===== config.mk =====
export PLATFORM = sky130hd
export DESIGN_NAME = spid_div
export DESIGN_NICKNAME = d
export VERILOG_FILES = /design/src/rtl/assert_macros.svh /design/src/rtl/spid_pkg.sv /design/src/rtl/spid_div.sv
export SDC_FILE = /design/constraint.sdc
export NUM_CORES = 1
export LEC_CHECK = 0
export BUFFER_PORTS_ARGS = -buffer_cell sky130_fd_sc_hd__buf_2
export CAP_MARGIN = 20
export CELL_PAD_IN_SITES_DETAIL_PLACEMENT = 1
export CELL_PAD_IN_SITES_GLOBAL_PLACEMENT = 2
export CORE_MARGIN = 10
export CORE_UTILIZATION = 38
export CTS_CLUSTER_SIZE = 28
export DETAILED_ROUTE_END_ITERATION = 16
export PLACE_DENSITY = 0.94
export SKIP_CTS_REPAIR_TIMING = 1
export SKIP_LAST_GASP = 1
export SLEW_MARGIN = 20
export SYNTH_ARGS = -nofsm -noshare
export SYNTH_HDL_FRONTEND = slang
export SYNTH_SLANG_ARGS = --single-unit

===== constraint.sdc =====
create_clock -name clk -period 4.4 [get_ports clk]
set_input_delay 0.66 -clock clk [delete_from_list [all_inputs] [get_ports clk]]
set_output_delay 0.66 -clock clk [all_outputs]
set_load 0.03 [all_outputs]

===== src/rtl/assert_macros.svh =====
// ---------------------------------------------------------------------------
// Assertion macros
// Shared concurrent assertion forms, reset-gated on an active-low reset.
// ---------------------------------------------------------------------------
`ifndef ASSERT_MACROS_SVH
`define ASSERT_MACROS_SVH

// Same-cycle implication
`define SPID_ASSERT_IMPL(label, clk, rst_n, ante, cons, msg) \
    label: assert property (@(posedge clk) disable iff (!rst_n) (ante) |-> (cons)) \
        else $error(msg);

// Next-cycle implication
`define SPID_ASSERT_NEXT(label, clk, rst_n, ante, cons, msg) \
    label: assert property (@(posedge clk) disable iff (!rst_n) (ante) |=> (cons)) \
        else $error(msg);

`endif


===== src/rtl/spid_pkg.sv =====
// ---------------------------------------------------------------------------
// spid_pkg
// Widths, register indexes, reset values and shared types of the servo
// position PID loop.
// ---------------------------------------------------------------------------
package spid_pkg;

    localparam int POSITION_BITS_DEF = 12;

    localparam int CFG_INDEX_W = 3;
    localparam int CFG_DATA_W  = 24;

    localparam logic [CFG_INDEX_W-1:0] CFG_TORQUE_ENABLE = 3'd0;
    localparam logic [CFG_INDEX_W-1:0] CFG_GOAL_POSITION = 3'd1;
    localparam logic [CFG_INDEX_W-1:0] CFG_GAIN_P        = 3'd2;
    localparam logic [CFG_INDEX_W-1:0] CFG_GAIN_I        = 3'd3;
    localparam logic [CFG_INDEX_W-1:0] CFG_GAIN_D        = 3'd4;
    localparam logic [CFG_INDEX_W-1:0] CFG_TICK_PERIOD   = 3'd5;
    localparam logic [CFG_INDEX_W-1:0] CFG_TICK_RATE     = 3'd6;

    localparam int GOAL_CFG_W = 12;
    localparam int GAIN_W     = 16;
    localparam int PERIOD_W   = 24;
    localparam int RATE_W     = 16;
    localparam int ACC_W      = 48;
    localparam int HALF_W     = 24;
    localparam int DRIVE_W    = 16;
    localparam int TOTAL_W    = 56;
    localparam int MUL_B_W    = PERIOD_W + 1;

    // Term alignment: everything is summed in 1/256 of a drive LSB
    localparam int P_SHIFT_BASE = 16;
    localparam int D_SHIFT_BASE = 19;
    localparam int I_SHIFT_BASE = 17;
    localparam int OUT_SHIFT    = 8;
    // Integral clamp bound is 2^(BOUND_BASE + position bits) / gain_i
    localparam int BOUND_BASE   = 40;

    localparam int DRIVE_LIMIT = 32767;

    localparam logic [GOAL_CFG_W-1:0] GOAL_RESET   = 12'd2048;
    localparam logic [GAIN_W-1:0]     GAIN_P_RESET = 16'd850;
    localparam logic [PERIOD_W-1:0]   PERIOD_RESET = 24'd16777;
    localparam logic [RATE_W-1:0]     RATE_RESET   = 16'd1000;

    typedef struct packed {
        logic                torque_enable;
        logic [GAIN_W-1:0]   gain_p;
        logic [GAIN_W-1:0]   gain_i;
        logic [GAIN_W-1:0]   gain_d;
        logic [PERIOD_W-1:0] tick_period;
        logic [RATE_W-1:0]   tick_rate;
    } spid_cfg_t;

    typedef struct packed {
        logic              start;
        logic [GAIN_W-1:0] divisor;
    } spid_div_req_t;

endpackage


===== src/rtl/spid_div.sv =====
// ---------------------------------------------------------------------------
// spid_div
// Bit-serial restoring divider forming the integral clamp bound
// 2^(40+P) / gain_i, one quotient bit per cycle.
// ---------------------------------------------------------------------------
module spid_div #(
    parameter int POSITION_BITS = spid_pkg::POSITION_BITS_DEF
) (
    input  logic                                                  clk,
    input  logic                                                  rst_n,
    input  spid_pkg::spid_div_req_t                               req,
    output logic                                                  busy,
    output logic [spid_pkg::BOUND_BASE + POSITION_BITS:0]         bound
);

    localparam int K    = spid_pkg::BOUND_BASE + POSITION_BITS;
    localparam int QW   = K + 1;
    localparam int CNTW = $clog2(K + 1);
    localparam int GW   = spid_pkg::GAIN_W;

    logic            busy_reg;
    logic [CNTW-1:0] cnt_reg;
    logic [GW-1:0]   rem_reg;
    logic [GW-1:0]   div_reg;
    logic [QW-1:0]   quo_reg;

    logic            dbit;
    logic [GW:0]     trial;
    logic [GW:0]     diff;
    logic            fits;
    logic [GW-1:0]   rem_next;

    // The dividend is a single one at bit K
    assign dbit     = (cnt_reg == CNTW'(K));
    assign trial    = {rem_reg, dbit};
    assign fits     = (trial >= {1'b0, div_reg});
    assign diff     = trial - {1'b0, div_reg};
    assign rem_next = fits ? diff[GW-1:0] : trial[GW-1:0];

    always_ff @(posedge clk or negedge rst_n)
    begin
        if (!rst_n)
        begin
            busy_reg <= 1'b0;
            cnt_reg  <= '0;
        end
        else if (req.start)
        begin
            busy_reg <= 1'b1;
            cnt_reg  <= CNTW'(K);
        end
        else if (busy_reg)
        begin
            cnt_reg <= cnt_reg - 1'b1;
            if (cnt_reg == '0)
            begin
                busy_reg <= 1'b0;
            end
        end
    end

    always_ff @(posedge clk)
    begin
        if (req.start)
        begin
            div_reg <= req.divisor;
            rem_reg <= '0;
            quo_reg <= '0;
        end
        else if (busy_reg)
        begin
            rem_reg <= rem_next;
            quo_reg <= {quo_reg[QW-2:0], fits};
        end
    end

    assign busy  = busy_reg;
    assign bound = quo_reg;

endmodule


==> results.ini, run 1 <==
[detailed_routing]
drcViolationCount = 0
routedWlPerCell_microns = 15.8
drtIter0Drc = 116
via_count = 3273
via_per_inst = 5.07
ant_nets = 0
routed_wl_mm = 10.2
firstDrtPassIters = 6

[layout]
drive_gt1_frac = 0.202
final_net_count = 539
area_growth_pct = 18.1
final_cell_mix = 81 x nor2_1, 72 x buf_2, 69 x dfxtp_1
fillers = 1272
largest_reg_flops = 53
n_antenna_cell = 0
final_common_cell = nor2_1

[cts]
clk_pin_slew_worst_paths_ns = 0.07
numClockSinks = 92
cts_made_buffers = 9
clk_latency_ns = 0.34
cts_tree = yes
cts.path.max_buffers = 2
root_buffer = clkbuf_16
htree_num_levels = 3

[global_routing]
grt_overflow = 0
grt_usage = 0.126
antenna_found_initial = 0
grt_max_degree = 57
grt_pass1_wl_mm = 16.9
grt_pass1_vias = 3503

[logic_synthesis]
syn-instance-count = 437
ys.warnings.count = 0
synth_top_area_frac = 0.320
synth_area_leaders = dfxtp_1 32%, mux2i_1 13%, edfxtp_1 11%
synth_enable_flop_cells = 16
syn_avg_cell_area_sq_um = 9.88
synth_top_flop_cell = dfxtp_1
async_flop_share = 0.0761
yosysUniqueCellTypes = 54
syn_nets = 475
yosys.area.top_type = dfxtp_1
yosysSeqAreaShare = 0.472
ys_seq_elements = 92
syn_area_sq_um = 4320

[worst_hold_path]
hold_path_class = primary input to asynchronous set/reset pin

[setup_path]
startpoint_type = register
cp_max_fo = 3
ff2ff_setup_slack_ns = 1.20
worstSetupPathType = register to register
critPathRequiredTime_ns = 4.59
cp-end-kind = register
cp.arrival_ns = 3.39

[timing]
relSlewSlack = 0.409
hold_ws_ns = 0.136
finalCritPeriodShare = 0.727
setup_viol = 0
setup_slack_ns = 1.20
fin_tns_setup_ns = 0
fin_skew_ns = 0.00609
rsz0062_at_grt = false
finalCriticalPeriod_ns = 3.20
tightest_slew_ns = 0.887
max_freq_mhz = 312
slew_violations = 0
final-hold-violation-count = 0

[placement]
dp_slack_ns = 1.25
routabilityCongestion = 0.827
portBuffers = 72
dp_hpwl_mm = 7.35

[die]
fp.dieH_microns = 127
num_rows = 38
core_sq_um = 11000
ios = 73
initial_core_util = 0.393
dieArea_sq_um = 16000
die_w_microns = 127

[power_and_ir_drop]
irDropWorstVdd_v = 0.000205
cellLeakagePower_nw = 2.54
p_per_area_nw_per_um2 = 359

[outcome]
status = finished, final reports clean

[job]
cap_violations = 0

==> cells in the mapped netlist, drive strengths merged, types with 2 or more instances <==
cell type,n
nor2,81
dfxtp,69
mux2i,57
inv,25
nand2,21
ha,18
a21oi,16
edfxtp,16
clkbuf,15
o21ai,14
xnor2,14
a211oi,10
dfrtp,7
nand2b,7
buf,6
a311oi,5
nor2b,5
a211o,4
o21a,4
a21o,3
nand3,3
nand4b,3
nor3,3
nor3b,3
xor2,3
a31oi,2
and2,2
and3,2
nor4,2
nor4b,2
o311ai,2
==> final cells by class <==
cell class | instances | area [sq um] | area share
timing repair buffer | 74 | 388 | 0.0761
clock inverter | 6 | 56.3 | 0.0110
tap | 140 | 175 | 0.0344
multi-input combinational | 299 | 2090 | 0.411
sequential | 92 | 2040 | 0.400
clock buffer | 10 | 250 | 0.0491
inverter | 25 | 93.8 | 0.0184
==> worst max-delay path, cell delays in order, from the launching register on <==
cell and delay, ns:
dfrtp_1 0.41, inv_1 0.10, ha_1 0.18, nand4_1 0.13, ha_1 0.24, fa_1 0.42
nor2b_1 0.18, o21bai_1 0.14, a21bo_2 0.25, o21ai_0 0.37, nor4_1 0.10, o311ai_0 0.35
o311ai_0 0.18
==> per-stage QoR <==
stage / instances / total power, W / utilization / instance area (sq um)
5_1_grt: 646 / 0.00191 / 0.464 / 5100
2_1_floorplan: 437 / 0.00102 / - / 4320
3_3_place_gp: 630 / 0.00106 / 0.436 / 4790
3_5_place_dp: 630 / 0.00107 / 0.436 / 4790
6_report: 646 / 0.00183 / 0.464 / 5100
4_1_cts: 646 / 0.00186 / 0.464 / 5100
==> worst paths after layout <==
path / start / cells after the start / to
max: cnt_reg[0]$_DFFE_PN0P_ / 12 / rem_reg[14]$_SDFFE_PP0P_
min: rst_n / 1 / cnt_reg[4]$_DFFE_PN0P_
max reg2reg: cnt_reg[0]$_DFFE_PN0P_ / 12 / rem_reg[14]$_SDFFE_PP0P_
min reg2reg: rem_reg[15]$_SDFFE_PP0P_ / 2 / rem_reg[15]$_SDFFE_PP0P_
max in group asynchronous: rst_n / 1 / busy$_DFF_PN0_
min in group clk: rem_reg[15]$_SDFFE_PP0P_ / 2 / rem_reg[15]$_SDFFE_PP0P_
==> kinds of logic after synthesis <==
kind of cell,share of synthesized area
AO/OA/AOI/OAI,0.109
buffers and inverters,0.0435
multiplexers,0.136
AND/OR/NAND/NOR,0.148
adder cells (fa/ha/maj),0.0568
XOR/XNOR,0.0345
flip-flops,0.472
==> where the power goes <==
part | total [W] | internal [W] | switching [W]
clock | 0.000779 | 0.000427 | 0.000352
sequential | 0.000893 | 0.000879 | 0.0000140
combinational | 0.000157 | 0.0000677 | 0.0000890
total | 0.00183 | 0.00137 | 0.000455
==> per-layer routing <==
| layer | share of wire | GRT usage | routed length [microns] | vias to the layer above |
|---|---|---|---|---|
| met4 | 0.015 | 0.0496 | 155 | 0 |
| met3 | 0.071 | 0.0537 | 720 | 12 |
| met1 | 0.45 | 0.142 | 4610 | 1559 |
| met5 | 0 | 0 | 0 | - |
| met2 | 0.46 | 0.205 | 4700 | 60 |
| li1 | - | - | - | 1642 |
No activity file was read; power rests on OpenSTA's default activity.
==> run 2, diff against run 1 <==
Settings changed: CORE_UTILIZATION 38 to 35, PLACE_DENSITY 0.94 to 0.88.
Clock period 4.4 ns to 2.99 ns, I/O delays scaled along.
==> results.ini, run 2 (synthesis gave the netlist of run 1 again) <==
[setup_path]
cp.arrival_ns = 3.01  ; -0.38 ns
critPathRequiredTime_ns = 3.18  ; -1.41 ns
reg2reg_to = rem_reg[14]$_SDFFE_PP0P_
critPathCapture = rem_reg[14]$_SDFFE_PP0P_
startpoint_type = register
slowest_stage = dfrtp_1
critPathTopFamily = compound AO/OA/AOI/OAI gates
cp_max_fo = 3  ; unchanged
cp-end-kind = register
crit_cells = 12  ; unchanged
crit_path_start = cnt_reg[0]$_DFFE_PN0P_
cp_slowest_stage_delay_ns = 0.41  ; about the same
crit_chain = inv_1 > ha_1 > nand4_1 > ha_1 > fa_2 > nor2b_2 > o21bai_1 > a21bo_2 > o21ai_2 > nor4_1 > o311ai_0 > o311ai_0
worstRegToRegCells = 12  ; unchanged
critPathBufInv = 1  ; unchanged
worstSetupPathType = register to register
ff2ff_setup_slack_ns = 0.17  ; -1.03 ns
r2r-start = cnt_reg[0]$_DFFE_PN0P_

[cts]
numClockSinks = 92  ; unchanged
root_buffer = clkbuf_16
cts_made_buffers = 9  ; unchanged
cts.path.max_buffers = 2  ; unchanged
clk_pin_slew_worst_paths_ns = 0.07  ; about the same
htree_num_levels = 3  ; unchanged
cts_tree = yes
clk_latency_ns = 0.34  ; about the same

[power_and_ir_drop]
p_clk_frac = 0.400  ; -0.026
combPwrFrac = 0.090  ; +0.004
p_switching_w = 0.000620  ; +36%
cellLeakagePower_nw = 2.57  ; +1.1%
irDropWorstVdd_v = 0.000221  ; +8.0%
intPower_w = 0.00196  ; +43%
p_per_area_nw_per_um2 = 500  ; +39%
p_sw_frac = 0.240  ; -0.00888
pwr-share-seq = 0.509  ; +0.021

[die]
dieArea_sq_um = 17200  ; +7.2%
fp.dieH_microns = 131  ; +3.5%
die_w_microns = 131  ; +3.5%
initial_core_util = 0.358  ; -0.0351
core_sq_um = 12100  ; +9.8%
ios = 73  ; unchanged
num_rows = 40  ; +5.3%

[timing]
fin_skew_ns = 0.00908  ; +0.00298 ns
fin_tns_setup_ns = 0  ; unchanged
max_freq_mhz = 354  ; +13%
final-hold-violation-count = 0  ; unchanged
finalCritPeriodShare = 0.944  ; +0.216
tightest_slew_ns = 0.547  ; -0.340 ns
hold_ws_ns = 0.277  ; +0.141 ns
relSlewSlack = 0.636  ; +0.227
slew_violations = 0  ; unchanged
setup_viol = 0  ; unchanged
rsz0062_at_grt = true
finalCriticalPeriod_ns = 2.82  ; -0.378 ns

[detailed_routing]
drcViolationCount = 0  ; unchanged
routedWlPerCell_microns = 15.7  ; -0.45%
routed_wl_mm = 10.7  ; +5.3%
firstDrtPassIters = 6  ; unchanged
drtIter0Drc = 115  ; -0.86%
via_per_inst = 4.88  ; -3.7%
via_count = 3331  ; +1.8%
ant_nets = 0  ; unchanged

[job]
cap_violations = 0  ; unchanged

[layout]
area_growth_pct = 19.6
largest_reg_flops = 53  ; unchanged
design_area_sq_um = 5160  ; +1.3%
final_cell_mix = 81 x nor2_1, 72 x buf_2, 69 x dfxtp_1
drive_gt1_frac = 0.216  ; +0.0140
final_common_cell = nor2_1
layout.cells.non_filler = 683  ; +5.7%
n_antenna_cell = 0  ; unchanged
fillers = 1390  ; +9.3%
post-route-util = 0.428  ; -0.0360
final_net_count = 548  ; +1.7%

[worst_hold_path]
hold_path_class = primary input to register
whs_path_depth = 1

[placement]
place_area_sq_um = 4860  ; +1.6%
routabilityCongestion = 0.824  ; -0.40%
portBuffers = 72  ; unchanged
place_inst = 665  ; +5.6%
dp_hpwl_mm = 7.69  ; +4.5%

[global_routing]
antenna_found_initial = 1  ; +1
grt_usage = 0.130  ; +0.00423
grt_overflow = 0  ; unchanged
grt_pass1_wl_mm = 18.0  ; +6.0%
grt_max_degree = 46  ; -19%
grt_pass1_vias = 3599  ; +2.7%

[outcome]
status = finished, final reports clean

run 2: cell count changes in the layout (fill, tap and decap cells not counted), sizes merged:
cell and change:
clkbuf +2, buf +8, inv -1, dlygate4sd3 +1, clkinvlp -1
run 2: worst min-delay path by stage:
stage | startpoint | to | slack [ns]
2_1_floorplan | rst_n | busy$_DFF_PN0_ | 0.15
3_3_place_gp | rst_n | busy$_DFF_PN0_ | 0.29
3_5_place_dp | rst_n | busy$_DFF_PN0_ | 0.29
4_1_cts | rst_n | busy$_DFF_PN0_ | -0.08
5_1_grt | req[3] | div_reg[3]$_DFFE_PP_ | 0.26
6_report | req[2] | div_reg[2]$_DFFE_PP_ | 0.28
run 2: per-layer routing:
layer  global-route usage  up-vias  wire, microns
met4               0.0530        2            184
met3               0.0451       16            587
met1                0.158     1596           4920
li1                     -     1664              -
met2                0.207       53           5010
met5                    0        -             14
run 2: metrics by stage:
stage | worst slack (ns) | power, W
3_3_place_gp | 0.135 | 0.00156
2_1_floorplan | 0.299 | 0.00151
3_5_place_dp | -0.0152 | 0.00157
6_report | 0.168 | 0.00258
4_1_cts | -0.0587 | 0.00263
5_1_grt | -0.0320 | 0.00272
run 2: power groups by stage:
stage / Combinational, W / Clock (W) / Sequential [W]
floorplan: 0.000171 / 0 / 0.00134
global placement: 0.000224 / 0 / 0.00134
detailed placement: 0.000230 / 0 / 0.00134
CTS: 0.000233 / 0.00108 / 0.00132
global route: 0.000268 / 0.00113 / 0.00132
finish: 0.000233 / 0.00103 / 0.00131
run 2: worst reg2reg max path, cell delays in order (launching register included):
cell and delay, ns:
dfrtp_1 0.41, inv_1 0.10, ha_1 0.17, nand4_1 0.12, ha_1 0.25, fa_2 0.37, nor2b_2 0.14, o21bai_1 0.11
a21bo_2 0.25, o21ai_2 0.17, nor4_1 0.07, o311ai_0 0.34, o311ai_0 0.19
run 2: area by class of cell:
cell class              count  area, sq um  share of cell area
clock buffers              12          236              0.0458
clock inverters             4         27.5             0.00533
inverters                  25         93.8              0.0182
multi-input cells         299         2110               0.408
flip-flops and latches     92         2040               0.395
well taps                 168          210              0.0407
repair buffers             83          445              0.0863
