## config.mk

```make
export PLATFORM = sky130hd
export DESIGN_NAME = spid_core
export DESIGN_NICKNAME = d
export VERILOG_FILES = /design/src/rtl/assert_macros.svh /design/src/rtl/spid_pkg.sv /design/src/rtl/spid_mul.sv /design/src/rtl/spid_core.sv
export SDC_FILE = /design/constraint.sdc
export NUM_CORES = 2
export LEC_CHECK = 0
export BUFFER_PORTS_ARGS = -buffer_cell sky130_fd_sc_hd__buf_2
export CORE_MARGIN = 4
export CORE_UTILIZATION = 40
export CTS_CLUSTER_DIAMETER = 150
export DETAILED_ROUTE_END_ITERATION = 10
export HOLD_SLACK_MARGIN = 0.1
export RECOVER_POWER = 100
export SYNTH_ARGS = -nofsm -noshare
export SYNTH_HDL_FRONTEND = slang
export SYNTH_HIERARCHICAL = 1
export SYNTH_SLANG_ARGS = --single-unit
```

## constraint.sdc

```tcl
create_clock -name clk -period 11.8 [get_ports clk]
set_input_delay 2.36 -clock clk [delete_from_list [all_inputs] [get_ports clk]]
set_output_delay 2.36 -clock clk [all_outputs]
set_load 0.03 [all_outputs]
```

## src/rtl/assert_macros.svh

```systemverilog
// ---------------------------------------------------------------------------
// Assertion macros
// Shared concurrent assertion forms, reset-gated on an active-low reset.
// ---------------------------------------------------------------------------
`ifndef ASSERT_MACROS_SVH
`define ASSERT_MACROS_SVH

// Same-cycle implication
`define SPID_ASSERT_IMPL(label, clk, rst_n, ante, cons, msg) \
    label: assert property (@(posedge clk) disable iff (!rst_n) (ante) |-> (cons)) \
        else $error(msg);

// Next-cycle implication
`define SPID_ASSERT_NEXT(label, clk, rst_n, ante, cons, msg) \
    label: assert property (@(posedge clk) disable iff (!rst_n) (ante) |=> (cons)) \
        else $error(msg);

`endif

```

## src/rtl/spid_pkg.sv

```systemverilog
// ---------------------------------------------------------------------------
// spid_pkg
// Widths, register indexes, reset values and shared types of the servo
// position PID loop.
// ---------------------------------------------------------------------------
package spid_pkg;

    localparam int POSITION_BITS_DEF = 12;

    localparam int CFG_INDEX_W = 3;
    localparam int CFG_DATA_W  = 24;

    localparam logic [CFG_INDEX_W-1:0] CFG_TORQUE_ENABLE = 3'd0;
    localparam logic [CFG_INDEX_W-1:0] CFG_GOAL_POSITION = 3'd1;
    localparam logic [CFG_INDEX_W-1:0] CFG_GAIN_P        = 3'd2;
    localparam logic [CFG_INDEX_W-1:0] CFG_GAIN_I        = 3'd3;
    localparam logic [CFG_INDEX_W-1:0] CFG_GAIN_D        = 3'd4;
    localparam logic [CFG_INDEX_W-1:0] CFG_TICK_PERIOD   = 3'd5;
    localparam logic [CFG_INDEX_W-1:0] CFG_TICK_RATE     = 3'd6;

    localparam int GOAL_CFG_W = 12;
    localparam int GAIN_W     = 16;
    localparam int PERIOD_W   = 24;
    localparam int RATE_W     = 16;
    localparam int ACC_W      = 48;
    localparam int HALF_W     = 24;
    localparam int DRIVE_W    = 16;
    localparam int TOTAL_W    = 56;
    localparam int MUL_B_W    = PERIOD_W + 1;

    // Term alignment: everything is summed in 1/256 of a drive LSB
    localparam int P_SHIFT_BASE = 16;
    localparam int D_SHIFT_BASE = 19;
    localparam int I_SHIFT_BASE = 17;
    localparam int OUT_SHIFT    = 8;
    // Integral clamp bound is 2^(BOUND_BASE + position bits) / gain_i
    localparam int BOUND_BASE   = 40;

    localparam int DRIVE_LIMIT = 32767;

    localparam logic [GOAL_CFG_W-1:0] GOAL_RESET   = 12'd2048;
    localparam logic [GAIN_W-1:0]     GAIN_P_RESET = 16'd850;
    localparam logic [PERIOD_W-1:0]   PERIOD_RESET = 24'd16777;
    localparam logic [RATE_W-1:0]     RATE_RESET   = 16'd1000;

    typedef struct packed {
        logic                torque_enable;
        logic [GAIN_W-1:0]   gain_p;
        logic [GAIN_W-1:0]   gain_i;
        logic [GAIN_W-1:0]   gain_d;
        logic [PERIOD_W-1:0] tick_period;
        logic [RATE_W-1:0]   tick_rate;
    } spid_cfg_t;

    typedef struct packed {
        logic              start;
        logic [GAIN_W-1:0] divisor;
    } spid_div_req_t;

endpackage

```

## src/rtl/spid_mul.sv

```systemverilog
// ---------------------------------------------------------------------------
// spid_mul
// Shared signed multiplier with a registered product.
// ---------------------------------------------------------------------------
module spid_mul #(
    parameter int A_W = spid_pkg::POSITION_BITS_DEF + 19,
    parameter int B_W = spid_pkg::MUL_B_W
) (
    input  logic                        clk,
    input  logic signed [A_W-1:0]       a,
    input  logic signed [B_W-1:0]       b,
    output logic signed [A_W+B_W-1:0]   p
);

    logic signed [A_W+B_W-1:0] prod_reg;

    always_ff @(posedge clk)
    begin
        prod_reg <= a * b;
    end

    assign p = prod_reg;

endmodule

```

## src/rtl/spid_core.sv

```systemverilog
// ---------------------------------------------------------------------------
// spid_core
// Sequencer and datapath of the PID tick: schedules the shared multiplier,
// accumulates and clamps the integral, sums and saturates the drive word.
// ---------------------------------------------------------------------------
module spid_core #(
    parameter int POSITION_BITS = spid_pkg::POSITION_BITS_DEF
) (
    input  logic                                               clk,
    input  logic                                               rst_n,
    input  spid_pkg::spid_cfg_t                                cfg,
    input  logic [POSITION_BITS-1:0]                           goal,
    input  logic [spid_pkg::BOUND_BASE + POSITION_BITS:0]      bound,
    input  logic                                               div_busy,
    input  logic                                               measure_valid,
    output logic                                               measure_stall,
    input  logic [POSITION_BITS-1:0]                           measured_position,
    output logic                                               drive_valid,
    input  logic                                               drive_stall,
    output logic signed [spid_pkg::DRIVE_W-1:0]                drive
);

    localparam int P       = POSITION_BITS;
    localparam int EW      = P + 1;
    localparam int DW      = P + 2;
    localparam int MAW     = P + spid_pkg::GAIN_W + 3;
    localparam int MBW     = spid_pkg::MUL_B_W;
    localparam int MPW     = MAW + MBW;
    localparam int QW      = spid_pkg::BOUND_BASE + P + 1;
    localparam int AW      = spid_pkg::ACC_W;
    localparam int SW      = AW + 1;
    localparam int CW      = (QW + 1 > AW) ? QW + 1 : AW;
    localparam int IPW     = spid_pkg::GAIN_W + AW + 2;
    localparam int TW      = spid_pkg::TOTAL_W;
    localparam int HW      = spid_pkg::HALF_W;
    localparam int OW      = spid_pkg::DRIVE_W;
    localparam int P_SHIFT = spid_pkg::P_SHIFT_BASE - P;
    localparam int D_SHIFT = spid_pkg::D_SHIFT_BASE - P;
    localparam int I_SHIFT = spid_pkg::I_SHIFT_BASE + P;

    localparam logic signed [TW-1:0] DMAX_T  = TW'(spid_pkg::DRIVE_LIMIT);
    localparam logic signed [TW-1:0] DMIN_T  = TW'(-spid_pkg::DRIVE_LIMIT);
    localparam logic signed [OW-1:0] DMAX_O  = OW'(spid_pkg::DRIVE_LIMIT);
    localparam logic signed [OW-1:0] DMIN_O  = OW'(-spid_pkg::DRIVE_LIMIT);
    localparam logic signed [AW-1:0] ACC_MAX = {1'b0, {(AW-1){1'b1}}};
    localparam logic signed [AW-1:0] ACC_MIN = {1'b1, {(AW-1){1'b0}}};

    typedef enum logic [10:0] {
        ST_IDLE  = 11'b00000000001,
        ST_PER   = 11'b00000000010,
        ST_P     = 11'b00000000100,
        ST_D1    = 11'b00000001000,
        ST_D2    = 11'b00000010000,
        ST_IL    = 11'b00000100000,
        ST_IH    = 11'b00001000000,
        ST_ICOMB = 11'b00010000000,
        ST_IADD  = 11'b00100000000,
        ST_FIN   = 11'b01000000000,
        ST_OUT   = 11'b10000000000
    } spid_state_t;

    spid_state_t state_reg;
    spid_state_t state_next;

    logic signed [EW-1:0]  err_reg;
    logic signed [DW-1:0]  derr_reg;
    logic signed [EW-1:0]  prev_err_reg;
    logic signed [AW-1:0]  acc_reg;
    logic signed [AW-1:0]  acc_work_reg;
    logic signed [TW-1:0]  total_reg;
    logic signed [IPW-1:0] ilo_reg;
    logic signed [IPW-1:0] iprod_reg;
    logic signed [OW-1:0]  drive_res_reg;
    logic signed [OW-1:0]  drive_reg;
    logic                  drive_valid_reg;

    logic signed [MAW-1:0] mul_a;
    logic signed [MBW-1:0] mul_b;
    logic signed [MPW-1:0] prod;

    logic                  accept;
    logic                  out_free;
    logic                  load;
    logic signed [EW-1:0]  err_new;
    logic signed [DW-1:0]  derr_new;
    logic signed [SW-1:0]  acc_sum;
    logic signed [AW-1:0]  acc_sat;
    logic signed [CW-1:0]  acc_x;
    logic signed [CW-1:0]  bnd_x;
    logic signed [AW-1:0]  acc_clamp;
    logic signed [TW-1:0]  pterm;
    logic signed [TW-1:0]  dterm_add;
    logic signed [IPW-1:0] iprod_new;
    logic signed [TW-1:0]  iterm;
    logic signed [TW-1:0]  total_i;
    logic signed [TW-1:0]  t8;
    logic signed [OW-1:0]  drive_sat;
    logic                  gain_i_on;

    spid_mul #(
        .A_W (MAW),
        .B_W (MBW)
    ) u_mul (
        .clk (clk),
        .a   (mul_a),
        .b   (mul_b),
        .p   (prod)
    );

    assign measure_stall = (state_reg != ST_IDLE) || div_busy;
    assign accept        = measure_valid && !measure_stall;
    assign out_free      = !drive_valid_reg || !drive_stall;
    assign load          = (state_reg == ST_OUT) && out_free;
    assign gain_i_on     = (cfg.gain_i != '0);

    assign err_new  = $signed({1'b0, goal}) - $signed({1'b0, measured_position});
    assign derr_new = DW'(err_new) - DW'(prev_err_reg);

    // Integral sum, saturated to the accumulator range
    assign acc_sum = SW'(acc_reg) + SW'(prod);

    always_comb
    begin
        if (acc_sum[SW-1] != acc_sum[SW-2])
        begin
            acc_sat = acc_sum[SW-1] ? ACC_MIN : ACC_MAX;
        end
        else
        begin
            acc_sat = acc_sum[AW-1:0];
        end
    end

    // Clamp so that gain_i times the integral stays within full scale
    assign acc_x = CW'(acc_work_reg);
    assign bnd_x = $signed(CW'(bound));

    always_comb
    begin
        acc_clamp = acc_work_reg;
        if (gain_i_on)
        begin
            if (acc_x > bnd_x)
            begin
                acc_clamp = AW'(bnd_x);
            end
            else if (acc_x < -bnd_x)
            begin
                acc_clamp = AW'(-bnd_x);
            end
        end
    end

    assign pterm     = TW'(prod) <<< P_SHIFT;
    assign dterm_add = total_reg + (TW'(prod) <<< D_SHIFT);
    assign iprod_new = (IPW'(prod) <<< HW) + ilo_reg;
    assign iterm     = TW'(iprod_reg >>> I_SHIFT);
    assign total_i   = gain_i_on ? (total_reg + iterm) : total_reg;
    assign t8        = total_reg >>> spid_pkg::OUT_SHIFT;

    always_comb
    begin
        if (t8 > DMAX_T)
        begin
            drive_sat = DMAX_O;
        end
        else if (t8 < DMIN_T)
        begin
            drive_sat = DMIN_O;
        end
        else
        begin
            drive_sat = t8[OW-1:0];
        end
    end

    // Operand selection for the shared multiplier
    always_comb
    begin
        case (state_reg)
            ST_PER:
            begin
                mul_a = MAW'(err_reg);
                mul_b = $signed({1'b0, cfg.tick_period});
            end
            ST_P:
            begin
                mul_a = MAW'(err_reg);
                mul_b = $signed(MBW'({1'b0, cfg.gain_p}));
            end
            ST_D1:
            begin
                mul_a = MAW'(derr_reg);
                mul_b = $signed(MBW'({1'b0, cfg.gain_d}));
            end
            ST_D2:
            begin
                mul_a = MAW'(prod);
                mul_b = $signed(MBW'({1'b0, cfg.tick_rate}));
            end
            ST_IL:
            begin
                mul_a = $signed(MAW'({1'b0, cfg.gain_i}));
                mul_b = $signed({1'b0, acc_work_reg[HW-1:0]});
            end
            ST_IH:
            begin
                mul_a = $signed(MAW'({1'b0, cfg.gain_i}));
                mul_b = MBW'($signed(acc_work_reg[AW-1:HW]));
            end
            default:
            begin
                mul_a = '0;
                mul_b = '0;
            end
        endcase
    end

    always_comb
    begin
        state_next = state_reg;
        case (state_reg)
            ST_IDLE:
            begin
                if (accept)
                begin
                    state_next = cfg.torque_enable ? ST_PER : ST_OUT;
                end
            end
            ST_PER:   state_next = ST_P;
            ST_P:     state_next = ST_D1;
            ST_D1:    state_next = ST_D2;
            ST_D2:    state_next = ST_IL;
            ST_IL:    state_next = ST_IH;
            ST_IH:    state_next = ST_ICOMB;
            ST_ICOMB: state_next = ST_IADD;
            ST_IADD:  state_next = ST_FIN;
            ST_FIN:   state_next = ST_OUT;
            ST_OUT:
            begin
                if (out_free)
                begin
                    state_next = ST_IDLE;
                end
            end
            default:  state_next = ST_IDLE;
        endcase
    end

    always_ff @(posedge clk or negedge rst_n)
    begin
        if (!rst_n)
        begin
            state_reg       <= ST_IDLE;
            prev_err_reg    <= '0;
            acc_reg         <= '0;
            drive_valid_reg <= 1'b0;
        end
        else
        begin
            state_reg <= state_next;
            // Commit loop state only at the end of an enabled tick
            if (state_reg == ST_FIN)
            begin
                prev_err_reg <= err_reg;
                acc_reg      <= acc_work_reg;
            end
            if (load)
            begin
                drive_valid_reg <= 1'b1;
            end
            else if (!drive_stall)
            begin
                drive_valid_reg <= 1'b0;
            end
        end
    end

    always_ff @(posedge clk)
    begin
        if (accept)
        begin
            err_reg       <= err_new;
            derr_reg      <= derr_new;
            drive_res_reg <= '0;
        end
        case (state_reg)
            ST_P:     acc_work_reg  <= acc_sat;
            ST_D1:
            begin
                total_reg    <= pterm;
                acc_work_reg <= acc_clamp;
            end
            ST_IL:    total_reg     <= dterm_add;
            ST_IH:    ilo_reg       <= IPW'(prod);
            ST_ICOMB: iprod_reg     <= iprod_new;
            ST_IADD:  total_reg     <= total_i;
            ST_FIN:   drive_res_reg <= drive_sat;
            default:  ;
        endcase
        if (load)
        begin
            drive_reg <= drive_res_reg;
        end
    end

    assign drive_valid = drive_valid_reg;
    assign drive       = drive_reg;

endmodule

```

==> reports/qor.yml <==
max_slew_margin_pct: -159.3
endpoint_kind: "flip-flop"
fp.coreArea_mm2: 0.1397
synth_edf_count: 232
criticalPathCategory: "reg -> reg"
final_util_pct: 43.37
postCtsSetupRepairBufs: 0
clock_latency_ns: 0.60
grt_pass1_wl_um: 282800
ys_seq_area_share_pct: 17.60
path_delay_family: "adder cells"
report.final.slew_viol_count: 581
vias: 45100
cell_internal_pwr_mw: 2.387
cts_sinks: 361
p_comb_share_pct: 20.3
path_clk_slew_ns: 0.07
nFillCells: 13690
start_kind: "flip-flop"
drt_first_pass_iters: 10
ctsResizeCount: 0
outcome: "complete, but fails checks"
drt-total-wl_um: 185200
yosysWarnings: 6
ys_ff_latch: 361
antenna_found_initial: 10
reg2reg_depth: 30
fin_crit_sh_pct: 91.02
yosys.area.top_type: "fa_1"
clockRootBuffer: "clkbuf_16"
crit_buf_inv: 5
worstPathRequired_ns: 12.26
ys_top_cells_by_area: "fa_1 (28%), edfxtp_1 (12%), ha_1 (11%)"
async_flop_share_pct: 20.22
syn_inst: 6070
cts_made_buffers: 38
dpl_cell_area_mm2: 0.05945
power_density_mw_per_mm2: 57.22
hold_viol_final: 0
gr-total-overflow: 0
dieArea_mm2: 0.1469
worstPathArrival_ns: 11.20
die_height_um: 383.3
synth_top_area_share_pct: 28.47
timing.final.ws_setup_ns: 1.060
finalInstanceArea_mm2: 0.06060
ctsLongestPathBuffers: 3
fmax_ghz: 0.09311
drive_gt1_share_pct: 6.746
cpMostUsedCell: "fa_1"
instances_no_fill: 8044
clock-skew-final_ns: 0.03116
slowest_stage: "clkbuf_1"
die_x_um: 383.3
hp-class: "reg -> reg"
grt_pass1_vias: 45630
track_usage_pct: 25.12
fin_nets: 7585
finalSetupViolCount: 0
start_util_pct: 40.32
violations: "capacitance limit, slew limit"
whs_ns: 0.4062
rows: 137
whs_path_depth: 0
synth_most_common_cell: "inv_1"
clockPowerShare_pct: 38.0
tritoncts: "done"
cap_violations: 16
leakagePower_nw: 29.57
synth_ff_type: "edfxtp_1"
placedCellCount: 7974
switching_power_mw: 1.080
power_mw: 3.467
post_drt_wl_per_cell_um: 23.02
rsz0062_at_grt: "no"
avgSynthCellArea_um2: 9.280
area_growth_pct: 7.572
synth.distinct_cells: 105
numPortBuffers: 188
drt-initial-drc-count: 3912
worst_pin_slew_ns: 3.890
ir_drop_v: 0.00009005
pre_cts_ws_ns: 1.263
period_minus_slack_ns: 10.74
max_stage_delay_ns: 1.26
syn_area_mm2: 0.05633
cp_max_fo: 25
grt_max_degree: 66
synth_fp_nets: 7517
power_frac_seq_pct: 41.8
h-tree-depth: 2
ios: 189
avgViaCountPerCell: 5.606
ys_top_cells_by_count: "inv_1 (914), fa_1 (801), nand2_1 (634)"
setup_tns_ns: 0
place_congestion: 0.9574
drc: 0
antenna_left: 0
hpwl_um: 152700
ctsHoldBuffers: 0
cp.depth: 30
sw_frac_of_total_pct: 31.16
-- power by group through the flow --
stage	Clock, mW	Combinational (mW)	Sequential [mW]
4_1_cts	1.34	0.710	1.44
2_1_floorplan	0	0.403	1.46
3_3_place_gp	0	0.699	1.47
6_report	1.32	0.703	1.45
5_1_grt	1.39	0.768	1.45
3_5_place_dp	0	0.706	1.47
-- cell families (layout without fill, tap and decap cells) --
group | after synthesis | in the layout | share of synthesized area (%)
adder cells (fa/ha/maj) | 1276 | 1276 | 39.02
multiplexers | 64 | 64 | 1.273
buffers and inverters | 1177 | 1274 | 7.881
AO/OA/AOI/OAI | 1168 | 1168 | 13.91
other | 0 | 1 | 0
XOR/XNOR | 334 | 334 | 5.193
AND/OR/NAND/NOR | 1690 | 1690 | 15.12
flip-flops | 361 | 361 | 17.60
-- final cells by class --
| cell class | instances | area (um2) | share of cell area, % |
|---|---|---|---|
| clock buffer | 55 | 1202 | 1.984 |
| clock inverter | 14 | 146.4 | 0.2416 |
| tap | 1876 | 2347 | 3.874 |
| timing repair buffer | 289 | 1562 | 2.577 |
| multi-input combinational | 4532 | 41980 | 69.28 |
| inverter | 916 | 3438 | 5.674 |
| sequential | 361 | 9916 | 16.36 |
| antenna | 1 | 2.502 | 0.004130 |
-- layout by cell type, fill, tap and decap left out, types with 72 or more instances in the layout --
cell	instances
nor2_1	186
xor2_1	91
fa_1	801
inv_1	915
nand2_1	634
dfrtp_1	72
a21oi_1	318
and2_1	388
a21o_1	177
buf_2	168
nand3_1	81
a22oi_1	80
nand4_1	77
xnor2_1	243
o21ai_0	198
edfxtp_1	232
ha_1	475
-- final timing paths --
kind,startpoint,to,slack (ns)
min reg2reg,u_mul/p[54],ilo_reg[54],0.41
min,u_mul/p[54],ilo_reg[54],0.41
max in group asynchronous,rst_n,prev_err_reg[10],5.76
max reg2reg,state_reg[5],u_mul/p[55],1.06
min in group asynchronous,rst_n,acc_reg[45],2.21
max,state_reg[5],u_mul/p[55],1.06
-- routing by layer --
metal	share of wire [%]	vias to the layer above	routed length [um]	track usage, %
met3	8.1	275	15000	4.159
met4	3.2	4	5852	6.691
met2	44	1549	82270	38.98
met1	44	22890	82050	36.37
met5	0.013	-	24	0
li1	-	20380	-	-
(Power assumes the default switching activity.)
